==> config.mk <==
export PLATFORM = sky130hd
export DESIGN_NAME = adam7_pass_scatter
export DESIGN_NICKNAME = d
export VERILOG_FILES = /design/src/hw/rtl/a7ps_pkg.sv /design/src/hw/rtl/adam7_pass_scatter.sv /design/src/hw/rtl/a7ps_base_calc.sv
export SDC_FILE = /design/constraint.sdc
export NUM_CORES = 2
export LEC_CHECK = 0
export BUFFER_PORTS_ARGS = -buffer_cell sky130_fd_sc_hd__buf_2
export CORE_MARGIN = 2
export CORE_UTILIZATION = 55
export CTS_CLUSTER_DIAMETER = 80
export DETAILED_ROUTE_END_ITERATION = 6
export PLACE_DENSITY = 0.74
export SKIP_LAST_GASP = 1
export SLEW_MARGIN = 40
export SYNTH_ARGS = -nofsm -noshare
export SYNTH_HDL_FRONTEND = slang
export SYNTH_SLANG_ARGS = --single-unit
==> constraint.sdc <==
create_clock -name clock -period 8.1 [get_ports clock]
set_input_delay 0.81 -clock clock [delete_from_list [all_inputs] [get_ports clock]]
set_output_delay 0.81 -clock clock [all_outputs]
set_load 0.05 [all_outputs]
==> src/hw/rtl/a7ps_pkg.sv <==
`default_nettype none
// ----------------------------------------------------------------------------
// a7ps_pkg: shared types, constants and helpers
// Widths, register indexes, the 8x8 pass map and dimension helpers.
// ----------------------------------------------------------------------------
package a7ps_pkg;

   localparam int DIM_MAX = 4096;           // largest width or height
   localparam int DIM_W   = 13;             // width of a dimension register
   localparam int CNT_W   = $clog2(DIM_MAX); // row and column counters
   localparam int OFS_W   = 24;             // pass offset width
   localparam int PASS_N  = 7;
   localparam int LVL_W   = 3;
   localparam int SLOT_W  = 3;
   localparam int PIX_W   = 8;
   localparam int CSR_IDX_W = 2;

   localparam logic [CSR_IDX_W-1:0] CSR_WIDTH  = 2'd0;
   localparam logic [CSR_IDX_W-1:0] CSR_HEIGHT = 2'd1;

   typedef logic [DIM_W-1:0] dim_type;
   typedef logic [OFS_W-1:0] ofs_type;
   typedef logic [PASS_N-1:0][OFS_W-1:0] base_vec_type;

   // status of the base calculator as seen by the top level
   typedef struct packed {
      logic         busy;
      base_vec_type base;
   } base_stat_type;

   typedef struct packed {
      logic [PIX_W-1:0] pix;
      logic [LVL_W-1:0] lvl;
      ofs_type          ofs;
      logic             last;
   } result_type;

   localparam logic [LVL_W-1:0] PASS_MAP [8][8] = '{
      '{3'd1, 3'd6, 3'd4, 3'd6, 3'd2, 3'd6, 3'd4, 3'd6},
      '{3'd7, 3'd7, 3'd7, 3'd7, 3'd7, 3'd7, 3'd7, 3'd7},
      '{3'd5, 3'd6, 3'd5, 3'd6, 3'd5, 3'd6, 3'd5, 3'd6},
      '{3'd7, 3'd7, 3'd7, 3'd7, 3'd7, 3'd7, 3'd7, 3'd7},
      '{3'd3, 3'd6, 3'd4, 3'd6, 3'd3, 3'd6, 3'd4, 3'd6},
      '{3'd7, 3'd7, 3'd7, 3'd7, 3'd7, 3'd7, 3'd7, 3'd7},
      '{3'd5, 3'd6, 3'd5, 3'd6, 3'd5, 3'd6, 3'd5, 3'd6},
      '{3'd7, 3'd7, 3'd7, 3'd7, 3'd7, 3'd7, 3'd7, 3'd7}
   };

   // zero reads as one, anything above the maximum reads as the maximum
   function automatic dim_type clamp_dim(input dim_type v);
      dim_type r;
      if (v == '0) begin
         r = DIM_W'(1);
      end else if (v > DIM_W'(DIM_MAX)) begin
         r = DIM_W'(DIM_MAX);
      end else begin
         r = v;
      end
      return r;
   endfunction

   // count of indices below n that are congruent to k mod 8
   function automatic dim_type class_count(input dim_type n, input logic [2:0] k);
      logic [DIM_W:0] t;
      dim_type        r;
      t = {1'b0, n} - (DIM_W+1)'(k) + (DIM_W+1)'(7);
      if (n > DIM_W'(k)) begin
         r = DIM_W'(t >> 3);
      end else begin
         r = '0;
      end
      return r;
   endfunction

endpackage
`default_nettype wire

==> src/hw/rtl/adam7_pass_scatter.sv <==
`default_nettype none
// ----------------------------------------------------------------------------
// adam7_pass_scatter: Adam7 pass scatter for 8-bit grey pixels
// Tags each raster-order pixel with its Adam7 pass and its byte offset in
// the concatenated pass 1..7 data.
// ----------------------------------------------------------------------------
// Usage:
//   req_* takes one grey pixel per word in raster order. rsp_* returns the
//   same pixel with its pass (rsp_tuser) and offset; rsp_tlast marks the
//   last pixel of the frame, after which all counters clear.
//   csr_* writes image width (index 0) or height (index 1). A write
//   restarts the frame and recomputes the pass bases; indexes beyond
//   these are ignored.
//   Throughput is one pixel per clock while req_tready is high. Each
//   accepted pixel is registered before it shows on rsp_tvalid.
//   After reset and after each register write the base sequencer runs a
//   setup step, then one shared multiply-accumulate step per pass;
//   req_tready stays low meanwhile.
//   A two-word output buffer decouples the sides: a stalled receiver costs
//   nothing until both words are full, then req_tready drops.
// ----------------------------------------------------------------------------
module adam7_pass_scatter (
   input  wire logic                                 clock,
   input  wire logic                                 reset,
   // input stream
   input  wire logic                                 req_tvalid,
   output logic                                      req_tready,
   input  wire logic [a7ps_pkg::PIX_W-1:0]           req_tdata,  // [7:0] pixel_value
   // result stream
   output logic                                      rsp_tvalid,
   input  wire logic                                 rsp_tready,
   output logic [a7ps_pkg::PIX_W+a7ps_pkg::OFS_W-1:0] rsp_tdata, // [7:0] pixel_out,
                                                                 // [31:8] pass_offset
   output logic [a7ps_pkg::LVL_W-1:0]                rsp_tuser,  // [2:0] pass_level
   output logic                                      rsp_tlast,  // frame_end
   // register writes
   input  wire logic                                 csr_valid,
   output logic                                      csr_ready,
   input  wire logic [a7ps_pkg::CSR_IDX_W-1:0]       csr_index,
   input  wire logic [a7ps_pkg::DIM_W-1:0]           csr_data
);

   a7ps_pkg::dim_type       width_ff, height_ff;
   logic                    csr_hit;
   a7ps_pkg::base_stat_type calc_stat;

   logic [a7ps_pkg::CNT_W-1:0] row_ff, col_ff;
   a7ps_pkg::ofs_type          fill_ff [a7ps_pkg::PASS_N];

   logic                           push, pop;
   logic [a7ps_pkg::LVL_W-1:0]     lvl;
   logic [a7ps_pkg::SLOT_W-1:0]    slot;
   logic                           last_col, last_row;
   a7ps_pkg::result_type           res_in;
   a7ps_pkg::result_type           out_ff, skid_ff;
   logic                           out_valid_ff, skid_valid_ff;

   assign csr_ready = 1'b1;
   assign csr_hit   = csr_valid && csr_ready
                      && (csr_index == a7ps_pkg::CSR_WIDTH
                          || csr_index == a7ps_pkg::CSR_HEIGHT);

   always_ff @(posedge clock) begin
      if (reset) begin
         width_ff  <= a7ps_pkg::DIM_W'(1);
         height_ff <= a7ps_pkg::DIM_W'(1);
      end else if (csr_valid && csr_ready) begin
         if (csr_index == a7ps_pkg::CSR_WIDTH) begin
            width_ff <= a7ps_pkg::clamp_dim(csr_data);
         end else if (csr_index == a7ps_pkg::CSR_HEIGHT) begin
            height_ff <= a7ps_pkg::clamp_dim(csr_data);
         end
      end
   end

   a7ps_base_calc u_calc (
      .clock  (clock),
      .reset  (reset),
      .start  (csr_hit),
      .width  (width_ff),
      .height (height_ff),
      .stat   (calc_stat)
   );

   assign req_tready = !calc_stat.busy && !skid_valid_ff;
   assign push       = req_tvalid && req_tready;
   assign pop        = rsp_tvalid && rsp_tready;

   assign lvl      = a7ps_pkg::PASS_MAP[row_ff[2:0]][col_ff[2:0]];
   assign slot     = lvl - a7ps_pkg::LVL_W'(1);
   assign last_col = ({1'b0, col_ff} + 1'b1) >= width_ff;
   assign last_row = ({1'b0, row_ff} + 1'b1) >= height_ff;

   always_comb begin
      res_in.pix  = req_tdata;
      res_in.lvl  = lvl;
      res_in.ofs  = calc_stat.base[slot] + fill_ff[slot];
      res_in.last = last_col && last_row;
   end

   // position and per-pass fill counters
   always_ff @(posedge clock) begin
      if (reset || csr_hit) begin
         row_ff <= '0;
         col_ff <= '0;
         for (int p = 0; p < a7ps_pkg::PASS_N; p++) begin
            fill_ff[p] <= '0;
         end
      end else if (push) begin
         if (res_in.last) begin
            row_ff <= '0;
            col_ff <= '0;
            for (int p = 0; p < a7ps_pkg::PASS_N; p++) begin
               fill_ff[p] <= '0;
            end
         end else begin
            fill_ff[slot] <= fill_ff[slot] + a7ps_pkg::OFS_W'(1);
            if (last_col) begin
               col_ff <= '0;
               row_ff <= row_ff + 1'b1;
            end else begin
               col_ff <= col_ff + 1'b1;
            end
         end
      end
   end

   // output word plus skid word
   always_ff @(posedge clock) begin
      if (reset) begin
         out_valid_ff  <= 1'b0;
         skid_valid_ff <= 1'b0;
      end else if (skid_valid_ff) begin
         if (pop) begin
            skid_valid_ff <= 1'b0;
         end
      end else if (push) begin
         if (!out_valid_ff || pop) begin
            out_valid_ff <= 1'b1;
         end else begin
            skid_valid_ff <= 1'b1;
         end
      end else if (pop) begin
         out_valid_ff <= 1'b0;
      end
   end

   always_ff @(posedge clock) begin
      if (skid_valid_ff) begin
         if (pop) begin
            out_ff <= skid_ff;
         end
      end else if (push) begin
         if (!out_valid_ff || pop) begin
            out_ff <= res_in;
         end else begin
            skid_ff <= res_in;
         end
      end
   end

   assign rsp_tvalid = out_valid_ff;
   assign rsp_tdata  = {out_ff.ofs, out_ff.pix};
   assign rsp_tuser  = out_ff.lvl;
   assign rsp_tlast  = out_ff.last;

endmodule
`default_nettype wire

==> src/hw/rtl/a7ps_base_calc.sv <==
`default_nettype none
// ----------------------------------------------------------------------------
// a7ps_base_calc: pass base sequencer
// Derives the sizes of passes 1..6 from width and height with one shared
// multiplier and accumulates them into the pass base offsets.
// ----------------------------------------------------------------------------
module a7ps_base_calc (
   input  wire logic                   clock,
   input  wire logic                   reset,
   input  wire logic                   start,
   input  wire a7ps_pkg::dim_type      width,
   input  wire a7ps_pkg::dim_type      height,
   output a7ps_pkg::base_stat_type     stat
);

   localparam logic [1:0] ST_IDLE  = 2'd0;
   localparam logic [1:0] ST_SETUP = 2'd1;
   localparam logic [1:0] ST_RUN   = 2'd2;

   localparam logic [2:0] LAST_STEP = 3'(a7ps_pkg::PASS_N - 1);

   logic [1:0] state_ff, state_in;
   logic [2:0] step_ff, step_in;

   // row and column class sums
   a7ps_pkg::dim_type r0_ff, r4_ff, r04_ff, r26_ff, r0246_ff;
   a7ps_pkg::dim_type c0_ff, c4_ff, c04_ff, c26_ff, c0246_ff, c1357_ff;

   a7ps_pkg::ofs_type      prod_ff;
   a7ps_pkg::ofs_type      acc_ff;
   a7ps_pkg::base_vec_type base_ff;

   a7ps_pkg::dim_type fa, fb;
   logic [2*a7ps_pkg::DIM_W-1:0] prod_full;
   a7ps_pkg::ofs_type sum;

   always_comb begin
      state_in = state_ff;
      step_in  = step_ff;
      if (start) begin
         state_in = ST_SETUP;
      end else begin
         case (state_ff)
            ST_SETUP: begin
               state_in = ST_RUN;
               step_in  = '0;
            end
            ST_RUN: begin
               if (step_ff == LAST_STEP) begin
                  state_in = ST_IDLE;
               end else begin
                  step_in = step_ff + 3'd1;
               end
            end
            default: begin
               state_in = ST_IDLE;
            end
         endcase
      end
   end

   always_ff @(posedge clock) begin
      if (reset) begin
         state_ff <= ST_SETUP;
         step_ff  <= '0;
      end else begin
         state_ff <= state_in;
         step_ff  <= step_in;
      end
   end

   // factors of pass n+1 size: row class sum times column class sum
   always_comb begin
      case (step_ff)
         3'd0: begin fa = r0_ff;    fb = c0_ff;    end
         3'd1: begin fa = r0_ff;    fb = c4_ff;    end
         3'd2: begin fa = r4_ff;    fb = c04_ff;   end
         3'd3: begin fa = r04_ff;   fb = c26_ff;   end
         3'd4: begin fa = r26_ff;   fb = c0246_ff; end
         3'd5: begin fa = r0246_ff; fb = c1357_ff; end
         default: begin fa = '0;    fb = '0;       end
      endcase
   end

   assign prod_full = fa * fb;
   assign sum       = acc_ff + prod_ff;

   always_ff @(posedge clock) begin
      if (state_ff == ST_SETUP) begin
         r0_ff    <= a7ps_pkg::class_count(height, 3'd0);
         r4_ff    <= a7ps_pkg::class_count(height, 3'd4);
         r04_ff   <= a7ps_pkg::class_count(height, 3'd0)
                     + a7ps_pkg::class_count(height, 3'd4);
         r26_ff   <= a7ps_pkg::class_count(height, 3'd2)
                     + a7ps_pkg::class_count(height, 3'd6);
         r0246_ff <= a7ps_pkg::class_count(height, 3'd0)
                     + a7ps_pkg::class_count(height, 3'd2)
                     + a7ps_pkg::class_count(height, 3'd4)
                     + a7ps_pkg::class_count(height, 3'd6);
         c0_ff    <= a7ps_pkg::class_count(width, 3'd0);
         c4_ff    <= a7ps_pkg::class_count(width, 3'd4);
         c04_ff   <= a7ps_pkg::class_count(width, 3'd0)
                     + a7ps_pkg::class_count(width, 3'd4);
         c26_ff   <= a7ps_pkg::class_count(width, 3'd2)
                     + a7ps_pkg::class_count(width, 3'd6);
         c0246_ff <= a7ps_pkg::class_count(width, 3'd0)
                     + a7ps_pkg::class_count(width, 3'd2)
                     + a7ps_pkg::class_count(width, 3'd4)
                     + a7ps_pkg::class_count(width, 3'd6);
         c1357_ff <= a7ps_pkg::class_count(width, 3'd1)
                     + a7ps_pkg::class_count(width, 3'd3)
                     + a7ps_pkg::class_count(width, 3'd5)
                     + a7ps_pkg::class_count(width, 3'd7);
         acc_ff     <= '0;
         base_ff[0] <= '0;
      end else if (state_ff == ST_RUN) begin
         prod_ff <= prod_full[a7ps_pkg::OFS_W-1:0];
         // base of pass n+1 is the sum of all earlier pass sizes
         if (step_ff != 3'd0) begin
            acc_ff           <= sum;
            base_ff[step_ff] <= sum;
         end
      end
   end

   assign stat = {(state_ff != ST_IDLE), base_ff};

endmodule
`default_nettype wire

==> reports/metrics.yaml <==
status:
  status: "finished, violations left"
  violations: "DRC"
synthesis:
  yosys.cell_types.count: 92
  seq_area_frac_synth: 0.460
  synthAdderAreaFrac: 0.163
  async_reset_ff_frac: 0
  synth.net_count: 4335
  syn-cell-area_um2: 41400
  ys_ff_latch: 668
  synth_compound_area_frac: 0.101
  synth_top_area_share: 0.409
  syn-mean-instance-area_um2: 10.7
  yosys-top-cells-area: "edfxtp_1 (41%), fa_1 (9.2%), ha_1 (7.0%)"
  synth_cells: 3883
  synthFlopType: "edfxtp_1"
  yosys.area.top_type: "edfxtp_1"
  synthSimpleGateAreaFrac: 0.134
  synth_top_family_by_area: "adder cells"
  synth_mux_area_frac: 0.0330
  synthTopCellsByCount: "edfxtp_1 (563), nor2_1 (445), nand2_1 (417), inv_1 (380), ha_1 (233)"
  synth_edf_count: 563
  synth.most_common_cell: "edfxtp_1"
  yosysWarnings: 0
  synth_xor_area_frac: 0.0581
critical_path:
  required_ps: 8450
  r2r-end: "u_calc.prod_ff[23]$_DFFE_PP_"
  rr_worst_depth: 29
  crit_type: "flop to flop"
  slowest_delay_ps: 550
  crit_arrival_ps: 7970
  cp-startpoint: "u_calc.step_ff[0]$_SDFFE_PP0P_"
  start_kind: "flop"
  crit_family: "adder cells"
  crit_buf_inv: 7
  cp-end-kind: "flop"
  rr_startpoint: "u_calc.step_ff[0]$_SDFFE_PP0P_"
  crit_fanout: 13
  cpMaxStageDelayCell: "fa_1"
  rrSetupSlack_ps: 480
grt:
  grt_pass1_vias: 29300
  grtUsageTotal: 0.269
  gr-usage-met1: 0.354
  grt_max_degree: 81
  grt-ovfl-total: 0
  use_met3: 0.0409
  grt_pass1_wl_um: 163000
  busiest_layer: "met2"
  antenna_found_initial: 3
  grt_use_met2: 0.452
clock_network:
  cts-root-buf: "clkbuf_16"
  cts.sinks: 668
  clk_pin_slew_ps: 60
  cts_buffer_depth: 3
  insertion_delay_ps: 640
  h-tree-depth: 3
  cts_made_buffers: 70
  cts_tree: "built"
routing:
  antenna_left: 0
  first_iter_violations: 2871
  route.vias.total: 29600
  wl_um: 104000
  via_per_inst: 5.96
  drt_first_pass_iters: 7
  route.detailed.drc: 9
  wl_per_cell_um: 20.9
sta:
  tns_ps: 0
  clock_skew_ps: 33.0
  rsz0062_at_grt: "false"
  fmaxAchievable_mhz: 131
  worst_slew_pin_slew_ps: 884
  hold_viol_final: 0
  slew_viol_final: 0
  final-setup-viol-count: 0
  slew_headroom: 0.409
  period_share: 0.941
  finalCriticalPeriod_ps: 7620
die:
  fp.dieH_um: 278
  die_w_um: 278
  initial_core_util: 0.556
  row_count: 100
  pin_count: 67
  dieArea_um2: 77400
  core-area_um2: 74400
placement:
  postPlaceCellArea_um2: 43000
  routabilityCongestion: 0.964
  dp_hpwl_um: 74200
  port_buffers: 65
  placed_cells: 4837
job:
  cap_violations: 0
power:
  p_leak_nw: 18.3
  p_per_area_nw_per_um2: 210
  power_mw: 9.50
  vdd_drop_max_uv: 141
final_layout:
  final-seq-area_um2: 19000
  nFillCells: 5963
  finalNonFillerCells: 4963
  multi_input_area_um2: 20400
  final_nets: 4392
  stdcell_area_um2: 45300
  drive_gt1_frac: 0.0989
  area_delta_synth_final_pct: 9.45
  utilization: 0.608
min_path:
  holdCritStartpoint: "req_tdata[0]"
  min_path_cells: 1
  holdPathEnd: "skid_ff[28]$_DFFE_PP_"
  min_path_type: "input pin to flop"
power breakdown:
group / leakage (nW) / internal (mW) / switching (mW)
clock: 1.10 / 1.85 / 1.37
sequential: 6.40 / 4.01 / 0.0709
combinational: 10.8 / 0.831 / 1.38
total: 18.3 / 6.69 / 2.81
stage by stage:
step           setup WS [ps]  hold slack (ps)
4_1_cts                  124              349
3_5_place_dp             186              447
3_3_place_gp             410              441
6_report                 480              373
5_1_grt                 91.6              361
2_1_floorplan            561              432
logic make-up after synthesis:
logic type / count (synthesis)
DFF: 668
muxes: 104
other: 1
xor gates and xnor gates: 263
and+or+nand+nor: 1237
adders and majority gates: 424
buffers and inverters: 548
AOI/OAI and AO/OA: 638
registers in the layout, summed over array words and instances (netlist names), 3 cells and up:
signal and flops:
fill_ff 192, u_calc.stat 168, skid_ff 36, rsp_tdata 32
u_calc.acc_ff 24, u_calc.prod_ff 24, height_ff 13, u_calc.c0246_ff 13
u_calc.c1357_ff 13, u_calc.r0246_ff 13, width_ff 13, col_ff 12
row_ff 12, u_calc.c04_ff 12, u_calc.c26_ff 12, u_calc.r04_ff 12
u_calc.r26_ff 12, u_calc.c0_ff 11, u_calc.c4_ff 11, u_calc.r0_ff 11
u_calc.r4_ff 11, rsp_tuser 3, u_calc.step_ff 3
cells in the final DEF, fill, tap and decap left out, types with 34 or more instances in the layout:
| cell type | Yosys | routed |
|---|---|---|
| edfxtp_1 | 563 | 563 |
| nor2_1 | 445 | 442 |
| nand2_1 | 417 | 416 |
| inv_1 | 380 | 380 |
| ha_1 | 233 | 231 |
| a21oi_1 | 232 | 230 |
| xnor2_1 | 229 | 227 |
| fa_1 | 191 | 191 |
| dfxtp_1 | 105 | 104 |
| o21ai_0 | 99 | 99 |
| nand3_1 | 83 | 83 |
| buf_4 | 7 | 75 |
| nor3_1 | 74 | 73 |
| clkbuf_16 | 0 | 71 |
| buf_2 | 9 | 65 |
| mux2_2 | 59 | 59 |
| nor2b_1 | 38 | 37 |
| a22oi_1 | 36 | 36 |
| and3_1 | 35 | 34 |
per-layer routing:
metal,share of wire,routed length (um),up-vias
met4,0.040,4200,4
met2,0.48,49500,1253
li1,-,-,13600
met1,0.41,42200,14400
met5,0.00027,28,-
met3,0.076,7910,264
how the worst max path moves through the flow:
stage	end	slack, ps	cells past startpoint
final	u_calc.prod_ff[23]$_DFFE_PP_	480	29
after global routing	u_calc.prod_ff[23]$_DFFE_PP_	90	29
after CTS	u_calc.prod_ff[23]$_DFFE_PP_	120	28
after detailed placement	u_calc.prod_ff[23]$_DFFE_PP_	190	28
after global placement	u_calc.prod_ff[23]$_DFFE_PP_	410	29
after floorplan	u_calc.prod_ff[23]$_DFFE_PP_	560	30
final cells by class:
cell class                      count  share of cell area
Clock inverter                     31             0.00801
Sequential cell                   668               0.420
Tap cell                          969              0.0268
Timing Repair Buffer              143              0.0208
Antenna cell                        1           0.0000553
Multi-Input combinational cell   2667               0.449
Clock buffer                       94              0.0425
Inverter                          390              0.0326
worst reg2reg max path, delay by kind of cell (launching register included):
kind	cells	cell delay [ps]
flops	1	400
compound gates	11	2610
xor+xnor	1	80
buf+inv	7	780
simple gates	3	350
fa+ha+maj	7	3140
repair_timing:
action / 4_1_cts / 5_1_grt
endpoints found under the setup margin: 0 / 2
hold buffers: 0 / 0
gates resized for setup: 0 / 5
buffers inserted: 0 / 0
Note: power is estimated with default switching activity, not from simulation.
